===== src/hw/rtl/fsf_pkg.sv =====
// Shared constants, codes and types of the frame switch forwarder.
`default_nettype none

package fsf_pkg;

    localparam int PORTS       = 8;
    localparam int FRAME_BYTES = 64;

    localparam int BYTE_W  = 8;
    localparam int PORT_W  = 3;
    localparam int MASK_W  = 8;
    localparam int IDX_W   = $clog2(PORTS);
    localparam int AC_W    = $clog2(PORTS + 1);
    localparam int WPOS_W  = $clog2(FRAME_BYTES);
    localparam int BANK_W  = 1;
    localparam int ADDR_W  = BANK_W + WPOS_W;
    localparam int MEM_DEPTH = 1 << ADDR_W;

    // The descriptor queue holds one entry per frame bank.
    localparam int Q_DEPTH = 2;
    localparam int QP_W    = $clog2(Q_DEPTH);
    localparam int QC_W    = $clog2(Q_DEPTH + 1);

    localparam logic [BYTE_W-1:0] CH_END = 8'h24;
    localparam logic [BYTE_W-1:0] CH_SEP = 8'h7C;
    localparam logic [BYTE_W-1:0] CH_0   = 8'h30;
    localparam logic [BYTE_W-1:0] CH_9   = 8'h39;

    localparam logic MODE_ATTACH = 1'b0;
    localparam logic MODE_BYTE   = 1'b1;

    typedef struct packed {
        logic [BANK_W-1:0] bank;
        logic [WPOS_W-1:0] last_idx;
        logic [MASK_W-1:0] mask;
    } t_desc;

    typedef struct packed {
        logic              en;
        logic [ADDR_W-1:0] addr;
        logic [BYTE_W-1:0] data;
    } t_wr;

    typedef struct packed {
        logic empty;
        logic full;
    } t_q_status;

endpackage

`default_nettype wire


===== src/hw/rtl/fsf_if.sv =====
// Valid/ready channel interfaces for the input items and the forwarded bytes.
`default_nettype none

interface fsf_in_if;
    logic                        valid;
    logic                        ready;
    logic                        mode;
    logic [fsf_pkg::PORT_W-1:0]  in_port;
    logic [fsf_pkg::BYTE_W-1:0]  in_byte;
    logic [fsf_pkg::BYTE_W-1:0]  station_addr;

    modport source (output valid, mode, in_port, in_byte, station_addr, input ready);
    modport sink   (input valid, mode, in_port, in_byte, station_addr, output ready);
endinterface

interface fsf_out_if;
    logic                        valid;
    logic                        ready;
    logic [fsf_pkg::BYTE_W-1:0]  out_byte;
    logic [fsf_pkg::MASK_W-1:0]  port_mask;
    logic                        last;

    modport source (output valid, out_byte, port_mask, last, input ready);
    modport sink   (input valid, out_byte, port_mask, last, output ready);
endinterface

`default_nettype wire


===== src/hw/rtl/fsf_front.sv =====
// Front end: port table, frame buffer writes, streaming field decode and forwarding decision.
`default_nettype none

module fsf_front (
    input  wire logic               i_clk,
    input  wire logic               i_rst_n,
    fsf_in_if.sink                  i_in,
    input  wire fsf_pkg::t_q_status i_q,
    output fsf_pkg::t_wr            o_wr,
    output logic                    o_push,
    output fsf_pkg::t_desc          o_desc
);
    import fsf_pkg::*;

    typedef enum logic [5:0] {
        P_SKIP1 = 6'b000001,
        P_SRC   = 6'b000010,
        P_REST1 = 6'b000100,
        P_SKIP2 = 6'b001000,
        P_DST   = 6'b010000,
        P_DONE  = 6'b100000
    } t_pstate;

    logic [BYTE_W-1:0] r_table [PORTS];
    logic [AC_W-1:0]   r_attached;
    logic [WPOS_W-1:0] r_wpos;
    logic [BANK_W-1:0] r_bank;
    t_pstate           r_pstate, n_pstate;
    logic [BYTE_W-1:0] r_src, n_src;
    logic [BYTE_W-1:0] r_dst, n_dst;

    logic              accept;
    logic              is_byte;
    logic              is_end;
    logic              store_byte;
    logic              is_digit;
    logic              is_sep;
    logic [BYTE_W-1:0] digit;
    logic              found;
    logic [MASK_W-1:0] uni_mask;
    logic [MASK_W-1:0] flood_mask;

    // A byte may only be taken while the current bank is not owned by a queued frame.
    assign i_in.ready = !i_q.full;
    assign accept     = i_in.valid && i_in.ready;
    assign is_byte    = accept && (i_in.mode == MODE_BYTE);
    assign is_end     = i_in.in_byte == CH_END;
    assign store_byte = is_byte && (is_end || (r_wpos < WPOS_W'(FRAME_BYTES - 1)));

    assign is_digit = (i_in.in_byte >= CH_0) && (i_in.in_byte <= CH_9);
    assign is_sep   = i_in.in_byte == CH_SEP;
    assign digit    = i_in.in_byte - CH_0;

    // Field decode advances one stored byte at a time. The end mark is neither a
    // digit nor a separator, so the fields are final when it arrives.
    always_comb begin
        n_pstate = r_pstate;
        n_src    = r_src;
        n_dst    = r_dst;
        unique case (r_pstate)
            P_SKIP1: begin
                if (is_digit) begin
                    n_src    = digit;
                    n_pstate = P_SRC;
                end else if (!is_sep) begin
                    n_pstate = P_REST1;
                end
            end
            P_SRC: begin
                if (is_digit) begin
                    n_src = r_src * 8'd10 + digit;
                end else if (is_sep) begin
                    n_pstate = P_SKIP2;
                end else begin
                    n_pstate = P_REST1;
                end
            end
            P_REST1: begin
                if (is_sep) begin
                    n_pstate = P_SKIP2;
                end
            end
            P_SKIP2: begin
                if (is_digit) begin
                    n_dst    = digit;
                    n_pstate = P_DST;
                end else if (!is_sep) begin
                    n_pstate = P_DONE;
                end
            end
            P_DST: begin
                if (is_digit) begin
                    n_dst = r_dst * 8'd10 + digit;
                end else begin
                    n_pstate = P_DONE;
                end
            end
            P_DONE: begin
                n_pstate = P_DONE;
            end
            default: begin
                n_pstate = P_SKIP1;
            end
        endcase
    end

    // First matching table entry wins; otherwise flood to every addressed port but the source.
    always_comb begin
        found      = 1'b0;
        uni_mask   = '0;
        flood_mask = '0;
        for (int i = 0; i < PORTS; i++) begin
            if (!found && (r_table[i] == r_dst)) begin
                found = 1'b1;
                if (i < MASK_W) begin
                    uni_mask = MASK_W'(1) << i;
                end
            end
            if ((i < MASK_W) && (int'(i_in.in_port) != i) && (r_table[i] != '0)) begin
                flood_mask[i] = 1'b1;
            end
        end
    end

    assign o_wr.en   = store_byte;
    assign o_wr.addr = {r_bank, r_wpos};
    assign o_wr.data = i_in.in_byte;

    assign o_push        = is_byte && is_end && (r_src != r_dst);
    assign o_desc.bank     = r_bank;
    assign o_desc.last_idx = r_wpos;
    assign o_desc.mask     = found ? uni_mask : flood_mask;

    always_ff @(posedge i_clk) begin
        if (!i_rst_n) begin
            r_attached <= '0;
            r_wpos     <= '0;
            r_bank     <= '0;
            r_pstate   <= P_SKIP1;
            r_src      <= '0;
            r_dst      <= '0;
            for (int i = 0; i < PORTS; i++) begin
                r_table[i] <= '0;
            end
        end else begin
            if (accept && (i_in.mode == MODE_ATTACH) && (r_attached < AC_W'(PORTS))) begin
                r_table[r_attached[IDX_W-1:0]] <= i_in.station_addr;
                r_attached <= r_attached + 1'b1;
            end
            if (store_byte) begin
                if (is_end) begin
                    r_wpos   <= '0;
                    r_pstate <= P_SKIP1;
                    r_src    <= '0;
                    r_dst    <= '0;
                end else begin
                    r_wpos   <= r_wpos + 1'b1;
                    r_pstate <= n_pstate;
                    r_src    <= n_src;
                    r_dst    <= n_dst;
                end
            end
            if (o_push) begin
                r_bank <= r_bank + 1'b1;
            end
        end
    end

endmodule

`default_nettype wire


===== src/hw/rtl/fsf_desc_queue.sv =====
// Two-entry queue of frame descriptors between the front end and the replay engine.
`default_nettype none

module fsf_desc_queue (
    input  wire logic            i_clk,
    input  wire logic            i_rst_n,
    input  wire logic            i_push,
    input  wire fsf_pkg::t_desc  i_desc,
    input  wire logic            i_pop,
    output fsf_pkg::t_desc       o_head,
    output fsf_pkg::t_q_status   o_status
);
    import fsf_pkg::*;

    t_desc           r_entries [Q_DEPTH];
    logic [QP_W-1:0] r_wr_ptr;
    logic [QP_W-1:0] r_rd_ptr;
    logic [QC_W-1:0] r_count;

    assign o_head          = r_entries[r_rd_ptr];
    assign o_status.empty  = r_count == '0;
    assign o_status.full   = r_count == QC_W'(Q_DEPTH);

    always_ff @(posedge i_clk) begin
        if (i_push) begin
            r_entries[r_wr_ptr] <= i_desc;
        end
    end

    always_ff @(posedge i_clk) begin
        if (!i_rst_n) begin
            r_wr_ptr <= '0;
            r_rd_ptr <= '0;
            r_count  <= '0;
        end else begin
            if (i_push) begin
                r_wr_ptr <= (r_wr_ptr == QP_W'(Q_DEPTH - 1)) ? '0 : r_wr_ptr + 1'b1;
            end
            if (i_pop) begin
                r_rd_ptr <= (r_rd_ptr == QP_W'(Q_DEPTH - 1)) ? '0 : r_rd_ptr + 1'b1;
            end
            if (i_push && !i_pop) begin
                r_count <= r_count + 1'b1;
            end else if (i_pop && !i_push) begin
                r_count <= r_count - 1'b1;
            end
        end
    end

endmodule

`default_nettype wire


===== src/hw/rtl/fsf_replay.sv =====
// Replay engine: two-bank frame buffer and the registered output stage.
`default_nettype none

module fsf_replay (
    input  wire logic               i_clk,
    input  wire logic               i_rst_n,
    input  wire fsf_pkg::t_wr       i_wr,
    input  wire fsf_pkg::t_desc     i_head,
    input  wire fsf_pkg::t_q_status i_q,
    output logic                    o_pop,
    fsf_out_if.source               o_out
);
    import fsf_pkg::*;

    logic [BYTE_W-1:0] r_mem [MEM_DEPTH];

    logic [WPOS_W-1:0] r_rd_pos;
    logic              r_pend;
    logic              r_pend_last;
    logic [MASK_W-1:0] r_pend_mask;
    logic [BYTE_W-1:0] r_rdata;
    logic              r_out_valid;
    logic [BYTE_W-1:0] r_out_byte;
    logic [MASK_W-1:0] r_out_mask;
    logic              r_out_last;

    logic out_fire;
    logic slot_free;
    logic issue;
    logic is_last;

    assign out_fire  = r_out_valid && o_out.ready;
    assign slot_free = !r_out_valid || out_fire;
    // One read in flight at a time; it is only issued when the output slot will be empty.
    assign issue     = !i_q.empty && !r_pend && slot_free;
    assign is_last   = r_rd_pos == i_head.last_idx;
    assign o_pop     = issue && is_last;

    assign o_out.valid     = r_out_valid;
    assign o_out.out_byte  = r_out_byte;
    assign o_out.port_mask = r_out_mask;
    assign o_out.last      = r_out_last;

    always_ff @(posedge i_clk) begin
        if (i_wr.en) begin
            r_mem[i_wr.addr] <= i_wr.data;
        end
        if (issue) begin
            r_rdata     <= r_mem[{i_head.bank, r_rd_pos}];
            r_pend_last <= is_last;
            r_pend_mask <= i_head.mask;
        end
        if (r_pend) begin
            r_out_byte <= r_rdata;
            r_out_mask <= r_pend_mask;
            r_out_last <= r_pend_last;
        end
    end

    always_ff @(posedge i_clk) begin
        if (!i_rst_n) begin
            r_rd_pos    <= '0;
            r_pend      <= 1'b0;
            r_out_valid <= 1'b0;
        end else begin
            r_pend <= issue;
            if (issue) begin
                r_rd_pos <= is_last ? '0 : r_rd_pos + 1'b1;
            end
            if (r_pend) begin
                r_out_valid <= 1'b1;
            end else if (out_fire) begin
                r_out_valid <= 1'b0;
            end
        end
    end

endmodule

`default_nettype wire


===== src/hw/rtl/frame_switch_forwarder_core.sv =====
// Top level of the frame switch forwarder.
//
// The input channel carries attach items (mode 0, station_addr goes to the next
// port) and received bytes (mode 1, in_port and in_byte). Bytes of all ports are
// gathered into one frame until '$'; the fields "src|dst" are decoded on the fly.
// At '$' the frame is dropped if src equals dst, otherwise a descriptor with the
// port mask is queued and the frame is replayed on the output channel, one
// transfer per stored byte, with last set on the '$'.
// The frame buffer has two banks, so one frame can be received while the
// previous one is replayed; a third frame waits (input ready low) until a bank
// is released by the replay of the final byte of its frame.
// Attach items and bytes are taken at one per cycle while a bank is free. Replay
// passes each byte through the registered buffer read and then the output
// register, and issues no new read while one is in flight or the output stalls.
// Reset (synchronous, active low) clears the port table, the queue and the
// output stage; buffer contents are not cleared. When the receiver stalls, the
// output holds its byte, the queue fills and input ready drops.
`default_nettype none

module frame_switch_forwarder_core (
    input  wire logic i_clk,
    input  wire logic i_rst_n,
    fsf_in_if.sink    i_in,
    fsf_out_if.source o_out
);
    import fsf_pkg::*;

    t_wr       wr;
    t_desc     push_desc;
    t_desc     head;
    t_q_status q_status;
    logic      push;
    logic      pop;

    fsf_front u_front (
        .i_clk   (i_clk),
        .i_rst_n (i_rst_n),
        .i_in    (i_in),
        .i_q     (q_status),
        .o_wr    (wr),
        .o_push  (push),
        .o_desc  (push_desc)
    );

    fsf_desc_queue u_queue (
        .i_clk    (i_clk),
        .i_rst_n  (i_rst_n),
        .i_push   (push),
        .i_desc   (push_desc),
        .i_pop    (pop),
        .o_head   (head),
        .o_status (q_status)
    );

    fsf_replay u_replay (
        .i_clk   (i_clk),
        .i_rst_n (i_rst_n),
        .i_wr    (wr),
        .i_head  (head),
        .i_q     (q_status),
        .o_pop   (pop),
        .o_out   (o_out)
    );

endmodule

`default_nettype wire


===== src/flat_wrapper.sv =====
// flat-port wrapper written by rule: the top's interface ports become plain ports
module frame_switch_forwarder_core_flat import fsf_pkg::*;
  (i_clk, i_rst_n, i_in_valid, i_in_mode, i_in_in_port, i_in_in_byte, i_in_station_addr, i_in_ready, o_out_valid, o_out_out_byte, o_out_port_mask, o_out_last, o_out_ready);
  fsf_in_if i_in_i ();
  fsf_out_if o_out_i ();
  input  wire logic i_clk;
  input  wire logic i_rst_n;
  input wire logic [$bits(i_in_i.valid)-1:0] i_in_valid;
  input wire logic [$bits(i_in_i.mode)-1:0] i_in_mode;
  input wire logic [$bits(i_in_i.in_port)-1:0] i_in_in_port;
  input wire logic [$bits(i_in_i.in_byte)-1:0] i_in_in_byte;
  input wire logic [$bits(i_in_i.station_addr)-1:0] i_in_station_addr;
  output wire logic [$bits(i_in_i.ready)-1:0] i_in_ready;
  output wire logic [$bits(o_out_i.valid)-1:0] o_out_valid;
  output wire logic [$bits(o_out_i.out_byte)-1:0] o_out_out_byte;
  output wire logic [$bits(o_out_i.port_mask)-1:0] o_out_port_mask;
  output wire logic [$bits(o_out_i.last)-1:0] o_out_last;
  input wire logic [$bits(o_out_i.ready)-1:0] o_out_ready;
  assign i_in_i.valid = i_in_valid;
  assign i_in_i.mode = i_in_mode;
  assign i_in_i.in_port = i_in_in_port;
  assign i_in_i.in_byte = i_in_in_byte;
  assign i_in_i.station_addr = i_in_station_addr;
  assign i_in_ready = i_in_i.ready;
  assign o_out_valid = o_out_i.valid;
  assign o_out_out_byte = o_out_i.out_byte;
  assign o_out_port_mask = o_out_i.port_mask;
  assign o_out_last = o_out_i.last;
  assign o_out_i.ready = o_out_ready;
  frame_switch_forwarder_core u_core (.i_clk(i_clk), .i_rst_n(i_rst_n), .i_in(i_in_i), .o_out(o_out_i));
endmodule

===== config.mk =====
export PLATFORM = sky130hd
export DESIGN_NAME = frame_switch_forwarder_core_flat
export DESIGN_NICKNAME = d
export VERILOG_FILES = /design/src/hw/rtl/fsf_pkg.sv /design/src/hw/rtl/fsf_if.sv /design/src/hw/rtl/fsf_front.sv /design/src/hw/rtl/fsf_desc_queue.sv /design/src/hw/rtl/fsf_replay.sv /design/src/hw/rtl/frame_switch_forwarder_core.sv /design/src/flat_wrapper.sv
export SDC_FILE = /design/constraint.sdc
export NUM_CORES = 1
export LEC_CHECK = 0
export ABC_AREA = 1
export BUFFER_PORTS_ARGS = -buffer_cell sky130_fd_sc_hd__buf_2
export CAP_MARGIN = 10
export CORE_AREA = 2 2 415 520
export CTS_CLUSTER_DIAMETER = 50
export DETAILED_ROUTE_END_ITERATION = 16
export DIE_AREA = 0 0 417 522
export GPL_ROUTABILITY_DRIVEN = 0
export GPL_TIMING_DRIVEN = 1
export PLACE_DENSITY = 0.49
export SYNTH_ARGS = -nofsm -noshare
export SYNTH_HDL_FRONTEND = slang
export SYNTH_SLANG_ARGS = --single-unit

===== constraint.sdc =====
create_clock -name i_clk -period 2.7 [get_ports i_clk]
set_clock_uncertainty 0.2 [all_clocks]
set_input_delay 0.54 -clock i_clk [delete_from_list [all_inputs] [get_ports i_clk]]
set_output_delay 0.54 -clock i_clk [all_outputs]
set_load 0.01 [all_outputs]

# Word-level counts from Yosys, hierarchy flattened

Memories as Yosys holds them, arrays and structs flattened. A register that Yosys moved wholly into a read port is not among the register bits.
Cells that the tools add are included.

Flip-flop bits (word level): 71
Bits in writable memories: 1,118
Bits of input ports: 24
Memories: 3

Add/sub/neg operators: 11
Multipliers: 2
$lt $le $gt $ge: 4
Equality and inequality tests: 35
Multiplexer cells: 63
Bitwise logic cells: 1
Reduce and logical (&&, ||, !) cells: 62

Memory list:

| name                     | words | bits a word | rd ports | clocked after memory_dff | wr ports | line                 | RTL |
|---|---|---|---|---|---|---|---|
| u_core.u_replay.r_mem    | 128   | 8           | 1        | 1                        | 1        | fsf_replay.sv:15     | `logic [BYTE_W-1:0] r_mem [MEM_DEPTH];` |
| u_core.u_front.r_table   | 8     | 8           | 8        | 0                        | 8        | fsf_front.sv:24      | `logic [BYTE_W-1:0] r_table [PORTS];` |
| u_core.u_queue.r_entries | 2     | 15          | 1        | 1                        | 1        | fsf_desc_queue.sv:15 | `t_desc r_entries [Q_DEPTH];` |

Operators with widths:

| kind                  | count |
|---|---|
| $mux W8               | 14 |
| $eq A8 B8 Y1          | 8 |
| $reduce_bool A8 Y1    | 8 |
| $mux W6               | 10 |
| $pmux W6 S6           | 1 |
| $ne A3 B3 Y1 const B  | 11 |
| $mux W1               | 32 |
| $pmux W8 S2           | 2 |
| $logic_and A1 B1 Y1   | 29 |
| $add A8 B8 Y8         | 2 |
| $mul A8 B3 Y7 const B | 2 |
| $logic_not A1 Y1      | 13 |
| $add A6 B1 Y6 const B | 2 |
| $reduce_bool A3 Y1    | 3 |
| $eq A8 B6 Y1 const B  | 1 |
| $eq A8 B7 Y1 const B  | 1 |
| $ge A8 B6 Y1 const B  | 1 |
| $le A8 B6 Y1 const B  | 1 |
| $ne A4 B4 Y1 const B  | 2 |
| $ne A8 B8 Y1          | 1 |
| $reduce_and A4 Y1     | 2 |
| $reduce_or A8 Y1      | 1 |
| $sub A8 B6 Y8 const B | 1 |
| $eq A6 B1 Y1 const B  | 1 |
| 23 further kinds      | 29 |

# Depth between registers and ports, before layout

Gate-level depths: netlist of the first run.
An unclocked memory read counts as a cell.

Word-level depth: 25
Depth in mapped cells: 15

# By module

A second synthesis of the first run with hierarchy kept.

Cell total of the unflattened synthesis: 5,270
Area, all modules: 53,864.2 µm²

By module, submodules not included:

| module         | times used | cells each | area an instance (µm²) | seq. area each (µm²) |
|---|---|---|---|---|
| fsf_replay     | 1          | 4,333      | 45,849.0               | 31,930.6 |
| fsf_front      | 1          | 855        | 6,648.9                | 2,582.5 |
| fsf_desc_queue | 1          | 82         | 1,366.3                | 1,001.0 |

# Worst setup path before layout of the first run

No wires, ideal clock.

Kind: input port to flip-flop
Start point: input i_in_in_byte[4]
End point: memory u_core.u_queue.r_entries[1][0] (netlist name), enable pin
Data arrival time: 2.287 ns
Required time: 2.112 ns
Path slack: -0.175 ns
Stages: 8
Cell sequence: inv_1 ha_1 nand3_1 nor2_4 nand2_2 a31oi_1 inv_1 nor2_1

Word-level cells in the longest chain between the ends: 5

Ends and longest elaborated chain:

| item                              | line                              | RTL |
|---|---|---|
| start: declaration                | flat_wrapper.sv:11                | `input wire logic [$bits(i_in_i.in_byte)-1:0] i_in_in_byte;` |
| $eq A8 B6 Y1                      | fsf_front.sv:47                   | `assign is_end = i_in.in_byte == CH_END;` |
| $logic_and A1 B1 Y1 (2 in series) | fsf_front.sv:129                  | `assign o_push = is_byte && is_end && (r_src != r_dst);` |
| net u_core.push                   | frame_switch_forwarder_core.sv:32 | `logic push;` |
| $mux W1                           | fsf_desc_queue.sv:25              | `if (i_push) begin` |
| $mux W1 (implied by the code)     | fsf_desc_queue.sv:26              | `r_entries[r_wr_ptr] <= i_desc;` |
| end: declaration                  | fsf_desc_queue.sv:15              |  |

The timed path passes the listed nets, and every way through them passes these cells.

# Worst setup path in the final report of the first run

Start point: register u_core.u_front.r_dst[1]
End point: register u_core.u_front.r_dst[7]

Word-level cells in the longest chain between the ends: 5

Ends and longest elaborated chain:

| item                     | line             | RTL |
|---|---|---|
| start: declaration       | fsf_front.sv:30  | `logic [BYTE_W-1:0] r_dst, n_dst;` |
| start signal: assignment | fsf_front.sv:160 | `r_dst <= n_dst;` |
| $mul A8 B3 Y7            | fsf_front.sv:93  | `n_dst = r_dst * 8'd10 + digit;` |
| $add A8 B8 Y8            | fsf_front.sv:93  |  |
| $mux W8                  | fsf_front.sv:92  | `if (is_digit) begin` |
| $pmux W8 S2              | fsf_front.sv:60  | `unique case (r_pstate)` |
| $mux W8                  | fsf_front.sv:151 | `if (is_end) begin` |

No other way between the ends. The select of a mux whose other input is x is not followed.
A chain may end at the register's enable or synchronous reset.

==> impl_metrics.env, run 1 <==
export IMPL_status="finished clean"
export IMPL_htree_num_levels=3
export IMPL_worstPathRequired_ns=3.13
export IMPL_vias=34000
export IMPL_rsz0062_at_grt="true"
export IMPL_maxSlewViolCount=0
export IMPL_max_stage_delay_ns=0.35
export IMPL_crit_path_max_fanout=3
export IMPL_finalWirelength_um=154000
export IMPL_timing_critical_path_mode_cell="nand3_1"
export IMPL_n_fill_cell=21600
export IMPL_endpoint_kind="register"
export IMPL_first_pass_iters=5
export IMPL_crit_chain="ha_4, ha_4, fa_2, xor2_1, ha_1, nand2_1, inv_2, nand4_1, nand3_1, nand3b_1, nand3_1, nand2_1, nand3_1, a21oi_1"
export IMPL_criticalPathCategory="register to register"
export IMPL_start_util_pct=23.8
export IMPL_clk_latency_ns=0.74
export IMPL_drt_initial_drc_count=2611
export IMPL_ir_drop_mv=0.519
export IMPL_hold_violations=0
export IMPL_cellLeakagePower_uw=0.0217
export IMPL_fin_area_um2=62100
export IMPL_multi_input_area_um2=13600
export IMPL_slew_headroom_pct=46.0
export IMPL_hold_depth=2
export IMPL_layout_commonest_cell="edfxtp_1"
export IMPL_synth_seq_cells=1198
export IMPL_cts_made_buffers=114
export IMPL_ys_warnings_count=0
export IMPL_placedCellCount=7400
export IMPL_grt_max_degree=130
export IMPL_min_period_over_period_pct=99.7
export IMPL_portBuffers=42
export IMPL_r2r_slack_ns=0.007
export IMPL_syn_inst=4395
export IMPL_grt_pass1_wl_um=224000
export IMPL_max_cap_violations=0
export IMPL_synthFlopType="edfxtp_1"
export IMPL_clockBufferDepth=3
export IMPL_setup_tns_ns=0
export IMPL_drc=0
export IMPL_via_per_inst=4.46
export IMPL_crit_arrival_ns=3.12
export IMPL_grt_usage_pct=13.7
export IMPL_synthArstFlopShare_pct=0
export IMPL_synth_edff_count=1152
export IMPL_drive_above_1_share_pct=17.2
export IMPL_antenna_found_initial=3
export IMPL_path_clk_slew_ns=0.07
export IMPL_die_y_um=522
export IMPL_syn_to_final_growth_pct=22.3
export IMPL_place_hpwl_um=101000
export IMPL_cts_sinks=1198
export IMPL_syn_num_nets=4455
export IMPL_syn_area_um2=50700
export IMPL_ys_types=51
export IMPL_io_pin_count=43
export IMPL_critPathSlowestCell="fa_2"
export IMPL_ff_latch_area_um2=35500
export IMPL_core_area_um2=213000
export IMPL_die_width_um=417
export IMPL_wl_per_cell_um=20.1
export IMPL_post_route_min_period_ns=2.69
export IMPL_setup_violations=0
export IMPL_hold_ws_ns=0.0695
export IMPL_layout_common_cells="1152 x edfxtp_1, 794 x nor2_1, 640 x nand2_1, 421 x o21ai_0, 324 x buf_4"
export IMPL_ys_seq_area_share_pct=70.0
export IMPL_tightest_slew_ns=0.810
export IMPL_reg2regPathDepth=14
export IMPL_rows=190
export IMPL_post_dp_cell_area_um2=57700
export IMPL_grt_ovfl_total=0
export IMPL_finalNonFillerCells=7630
export IMPL_layout_nets=4804
export IMPL_hold_path_class="input port to register"
export IMPL_cts_root_buffer="clkbuf_16"
export IMPL_cp_start_kind="register"
export IMPL_syn_mean_instance_area_um2=11.5
export IMPL_fmax_ghz=0.371
export IMPL_grt_pass1_vias=34300
export IMPL_cts_tree="done"
export IMPL_die_area_um2=218000
export IMPL_final_antenna_net_count=0
export IMPL_p_per_area_nw_per_um2=621
==> stage by stage <==
step / total power (uW) / setup slack (ns) / utilization, %
2_1_floorplan: 21200 / -0.123 / -
3_3_place_gp: 21900 / -0.193 / 27.1
3_5_place_dp: 21900 / -0.172 / 27.1
4_1_cts: 38900 / 0.00654 / 29.0
5_1_grt: 39700 / -0.158 / 29.1
6_report: 38500 / 0.00737 / 29.1
==> registers in the layout, summed over array words and instances (netlist names), named ones only <==
signal,flops
u_core.u_replay.o_out.valid,1
u_core.u_queue.r_entries,30
u_core.u_front.r_dst,8
u_core.u_replay.r_pend,1
u_core.u_replay.r_rd_pos,6
u_core.u_queue.r_rd_ptr,1
u_core.u_replay.o_out.last,1
u_core.u_replay.r_mem,1024
u_core.u_replay.r_rdata,8
u_core.u_front.r_attached,4
u_core.u_front.r_bank,1
u_core.u_front.r_wpos,6
u_core.u_replay.o_out.out_byte,8
u_core.u_queue.r_wr_ptr,1
u_core.u_queue.r_count,2
u_core.u_replay.o_out.port_mask,8
u_core.u_front.r_src,8
u_core.u_replay.r_pend_mask,8
u_core.u_front.r_table,64
u_core.u_replay.r_pend_last,1
u_core.u_front.r_pstate,6
==> Yosys cell counts (19+ instances only) <==
library cell     n  area share (%)
nor2_1         878             6.5
clkbuf_1        96            0.71
inv_1          171             1.3
dfxtp_1         46             1.8
buf_4           38            0.56
o22ai_1         39            0.48
or2_2           26            0.32
a21oi_1        121             1.2
buf_6           19            0.42
o211ai_1       136             2.0
buf_2           60            0.59
buf_1           23            0.17
nand4_1         34            0.42
ha_1            32            0.79
nand3_1        244             2.4
xor2_1          26            0.45
o21ai_1         68            0.67
edfxtp_1      1152              68
nand2_1        641             4.7
o21ai_0        421             4.2
==> power breakdown <==
part           internal, uW  leakage [uW]  switching [uW]
logic                   286       0.00902             786
registers             20400        0.0108            47.9
clock network          9580       0.00191            7430
==> area by class of cell <==
class | instances | area share, %
Sequential cell | 1198 | 57.2
Multi-Input combinational cell | 2776 | 21.9
Timing Repair Buffer | 472 | 7.67
Tap cell | 2784 | 5.61
Clock buffer | 136 | 4.75
Clock inverter | 81 | 1.72
Inverter | 182 | 1.12
Antenna cell | 1 | 0.00403
==> routing by layer <==
| metal | GRT usage [%] | vias up | share of wire (%) |
|---|---|---|---|
| met5 | 0 | - | 0.014 |
| met4 | 5.57 | 4 | 4.1 |
| met3 | 1.43 | 233 | 4.0 |
| met2 | 25.3 | 846 | 52 |
| met1 | 16.2 | 16700 | 40 |
| li1 | - | 16200 | - |
==> cells by family after synthesis <==
kind of cell	share of synthesized area, %
fa+ha+maj	0.947
xor+xnor	0.691
mux	0.178
buf+inv	3.89
compound gates	8.87
simple gates	15.4
flops	70.0
==> path summary, 6_finish.rpt <==
| path | startpoint | to |
|---|---|---|
| setup / recovery | u_core.u_front.r_dst[1] | u_core.u_front.r_dst[7] |
| hold / removal | i_in_in_byte[3] | u_core.u_replay.r_mem[53][3] |
| setup reg to reg | u_core.u_front.r_dst[1] | u_core.u_front.r_dst[7] |
| hold reg to reg | u_core.u_replay.r_pend_mask[7] | u_core.u_replay.o_out.port_mask[7] |
==> worst max-delay path, delay by kind of cell (launching register included) <==
kind / cells / cell delay (ns)
fa+ha+maj: 4 / 1.09
simple gates: 7 / 0.68
flops: 1 / 0.34
xor+xnor: 1 / 0.16
compound gates: 1 / 0.07
buf+inv: 1 / 0.04
==> timing repair <==
item,CTS,global route
hold buffers,7,0
setup buffers,2,2
endpoints found under the hold margin,16,0
setup endpoints to repair,3,48
gates resized for setup,5,23
pin swaps,4,13
gates cloned,0,2
Note: power is estimated with default switching activity, not from simulation.
==> inputs of run 2 (changes only) <==
HOLD_SLACK_MARGIN = 0.06   (was unset)
REMOVE_ABC_BUFFERS = 1   (was unset)
==> impl_metrics.env, run 2 (synthesis gave the netlist of run 1 again) <==
export IMPL_min_period_over_period_pct=101
export IMPL_cellLeakagePower_uw=0.0220
export IMPL_grt_pass1_wl_um=230000
export IMPL_antenna_found_initial=4
export IMPL_n_fill_cell=21600
export IMPL_layout_commonest_cell="edfxtp_1"
export IMPL_tightest_slew_ns=0.796
export IMPL_regMostFlops="u_core.u_replay.r_mem"
export IMPL_multi_input_area_um2=13600
export IMPL_power_frac_clock_pct=45.8
export IMPL_pre_cts_ws_ns=-0.184
export IMPL_maxSlewViolCount=0
export IMPL_combPwrFrac_pct=2.8
export IMPL_htree_num_levels=4
export IMPL_cts_made_buffers=133
export IMPL_portBuffers=42
export IMPL_worstPathRequired_ns=3.15
export IMPL_rows=190
export IMPL_intPower_uw=31100
export IMPL_syn_to_final_growth_pct=22.8
export IMPL_total_power_uw=39800
export IMPL_endpoint_kind="register"
export IMPL_cts_tree="done"
export IMPL_cts_root_buffer="clkbuf_16"
export IMPL_p_sw_uw=8700
export IMPL_crit_path_max_fanout=11
export IMPL_post_dp_cell_area_um2=56900
export IMPL_setup_violations=1
export IMPL_first_pass_iters=5
export IMPL_p_per_area_nw_per_um2=639
export IMPL_rsz0062_at_grt="true"
export IMPL_die_y_um=522
export IMPL_clockBufferDepth=3
export IMPL_status="complete, but fails checks"
export IMPL_violations="setup timing"
export IMPL_finalNonFillerCells=7677
export IMPL_setup_slack_ns=-0.0232
export IMPL_die_area_um2=218000
export IMPL_place_hpwl_um=101000
export IMPL_slew_headroom_pct=46.9
export IMPL_grt_ovfl_total=0
export IMPL_grt_max_degree=108
export IMPL_reg_top3="u_core.u_replay.r_mem (1024), u_core.u_front.r_table (64), u_core.u_queue.r_entries (30)"
export IMPL_final_antenna_net_count=0
export IMPL_seq_power_share_pct=51.4
export IMPL_die_width_um=417
export IMPL_cp_start_kind="register"
export IMPL_ir_drop_mv=0.551
export IMPL_fin_area_um2=62300
export IMPL_cts_sinks=1198
export IMPL_post_route_min_period_ns=2.72
export IMPL_power_share_switching_pct=21.9
export IMPL_drive_above_1_share_pct=17.2
export IMPL_layout_common_cells="1152 x edfxtp_1, 876 x nor2_1, 615 x nand2_1, 397 x o21ai_0, 369 x buf_4"
export IMPL_fmax_ghz=0.367
export IMPL_core_area_um2=213000
export IMPL_placedCellCount=7394
export IMPL_grt_usage_pct=14.2
export IMPL_via_per_inst=4.55
export IMPL_fin_util_pct=29.2
export IMPL_largest_reg_flops=1024
export IMPL_hold_violations=0
export IMPL_crit_arrival_ns=3.17
export IMPL_io_pin_count=43
export IMPL_criticalPathCategory="register to register"
export IMPL_drt_initial_drc_count=3167
export IMPL_finalWirelength_um=161000
export IMPL_clk_latency_ns=0.78
export IMPL_wl_per_cell_um=20.9
export IMPL_hold_path_class="input port to register"
export IMPL_max_cap_violations=0
export IMPL_vias=34900
export IMPL_grt_pass1_vias=34700
export IMPL_start_util_pct=23.8
export IMPL_ff_latch_area_um2=35500
export IMPL_layout_nets=4846
export IMPL_path_clk_slew_ns=0.06
export IMPL_drc=0
-- run 2: changes by cell type in the layout (fill, tap and decap cells not counted), moves of 24 or more --
cell       previous run  this run
clkbuf_16           116       145
buf_4               324       369
nand2_2               3        28
nand2_1             640       615
o21ai_0             421       397
buf_12               92        46
nor2_1              794       876
nor2_2               86         5
-- run 2: through the flow --
step,setup TNS [ns],hold slack [ns]
6_report,-0.0232,0.110
5_1_grt,-0.357,0.0893
4_1_cts,-0.0120,0.0604
3_5_place_dp,-1.59,0.208
3_3_place_gp,-2.21,0.205
2_1_floorplan,-409.78,0.200
-- run 2: per-layer routing --
layer  part of all wire (%)  track usage [%]  vias to the layer above  wire length (um)
met3                    5.3             2.28                      279              8560
met4                    4.3             5.68                        2              6860
li1                       -                -                    16300                 -
met1                     40             17.2                    17200             64500
met2                     50             25.0                     1058             80600
met5                 0.0075                0                        -                12
-- run 2: final cells by class --
cell class              instances  share of cell area, %
clock inverters                78                   1.39
flip-flops and latches       1198                   57.0
inverters                     182                   1.14
repair inverters                1                 0.0181
clock buffers                 162                   5.59
repair buffers                494                   7.38
multi-input cells            2776                   21.8
diodes                          2                0.00803
well taps                    2784                   5.59
-- run 2: worst max-delay path, cell delays in order (launching register included) --
cell	delay, ns
dfxtp_4	0.36
buf_8	0.15
ha_1	0.34
ha_4	0.23
xor2_1	0.16
ha_1	0.35
nand2_2	0.11
inv_2	0.05
nand4_1	0.08
nand3_2	0.09
nand3b_1	0.19
nand3_1	0.10
nand2_1	0.07
nand3_1	0.07
a21oi_1	0.07
-- run 2: timing repair --
action / 4_1_cts / 5_1_grt
gates cloned: 0 / 10
hold buffers: 15 / 0
gates resized for setup: 15 / 126
buffers inserted: 2 / 14
pin swaps: 8 / 51
setup endpoints to repair: 4 / 29
endpoints found under the hold margin: 44 / 0
-- run 2: path summary, 6_finish.rpt --
check / from / end / slack, ns / cells after the start
worst max register to register: u_core.u_front.r_dst[3] / u_core.u_front.r_dst[7] / -0.02 / 14
worst max-delay path: u_core.u_front.r_dst[3] / u_core.u_front.r_dst[7] / -0.02 / 14
worst min register to register: u_core.u_replay.r_rdata[2] / u_core.u_replay.o_out.out_byte[2] / 0.21 / 0
worst min-delay path: i_in_station_addr[4] / u_core.u_front.r_table[5][4] / 0.11 / 3
-- run 2: power groups by stage --
stage	Combinational, uW	Clock, uW	Sequential [uW]
6_report	1110	18200	20500
4_1_cts	1100	18600	20500
5_1_grt	1200	19300	20500
2_1_floorplan	351	0	20900
3_5_place_dp	1070	0	20900
3_3_place_gp	1070	0	20900
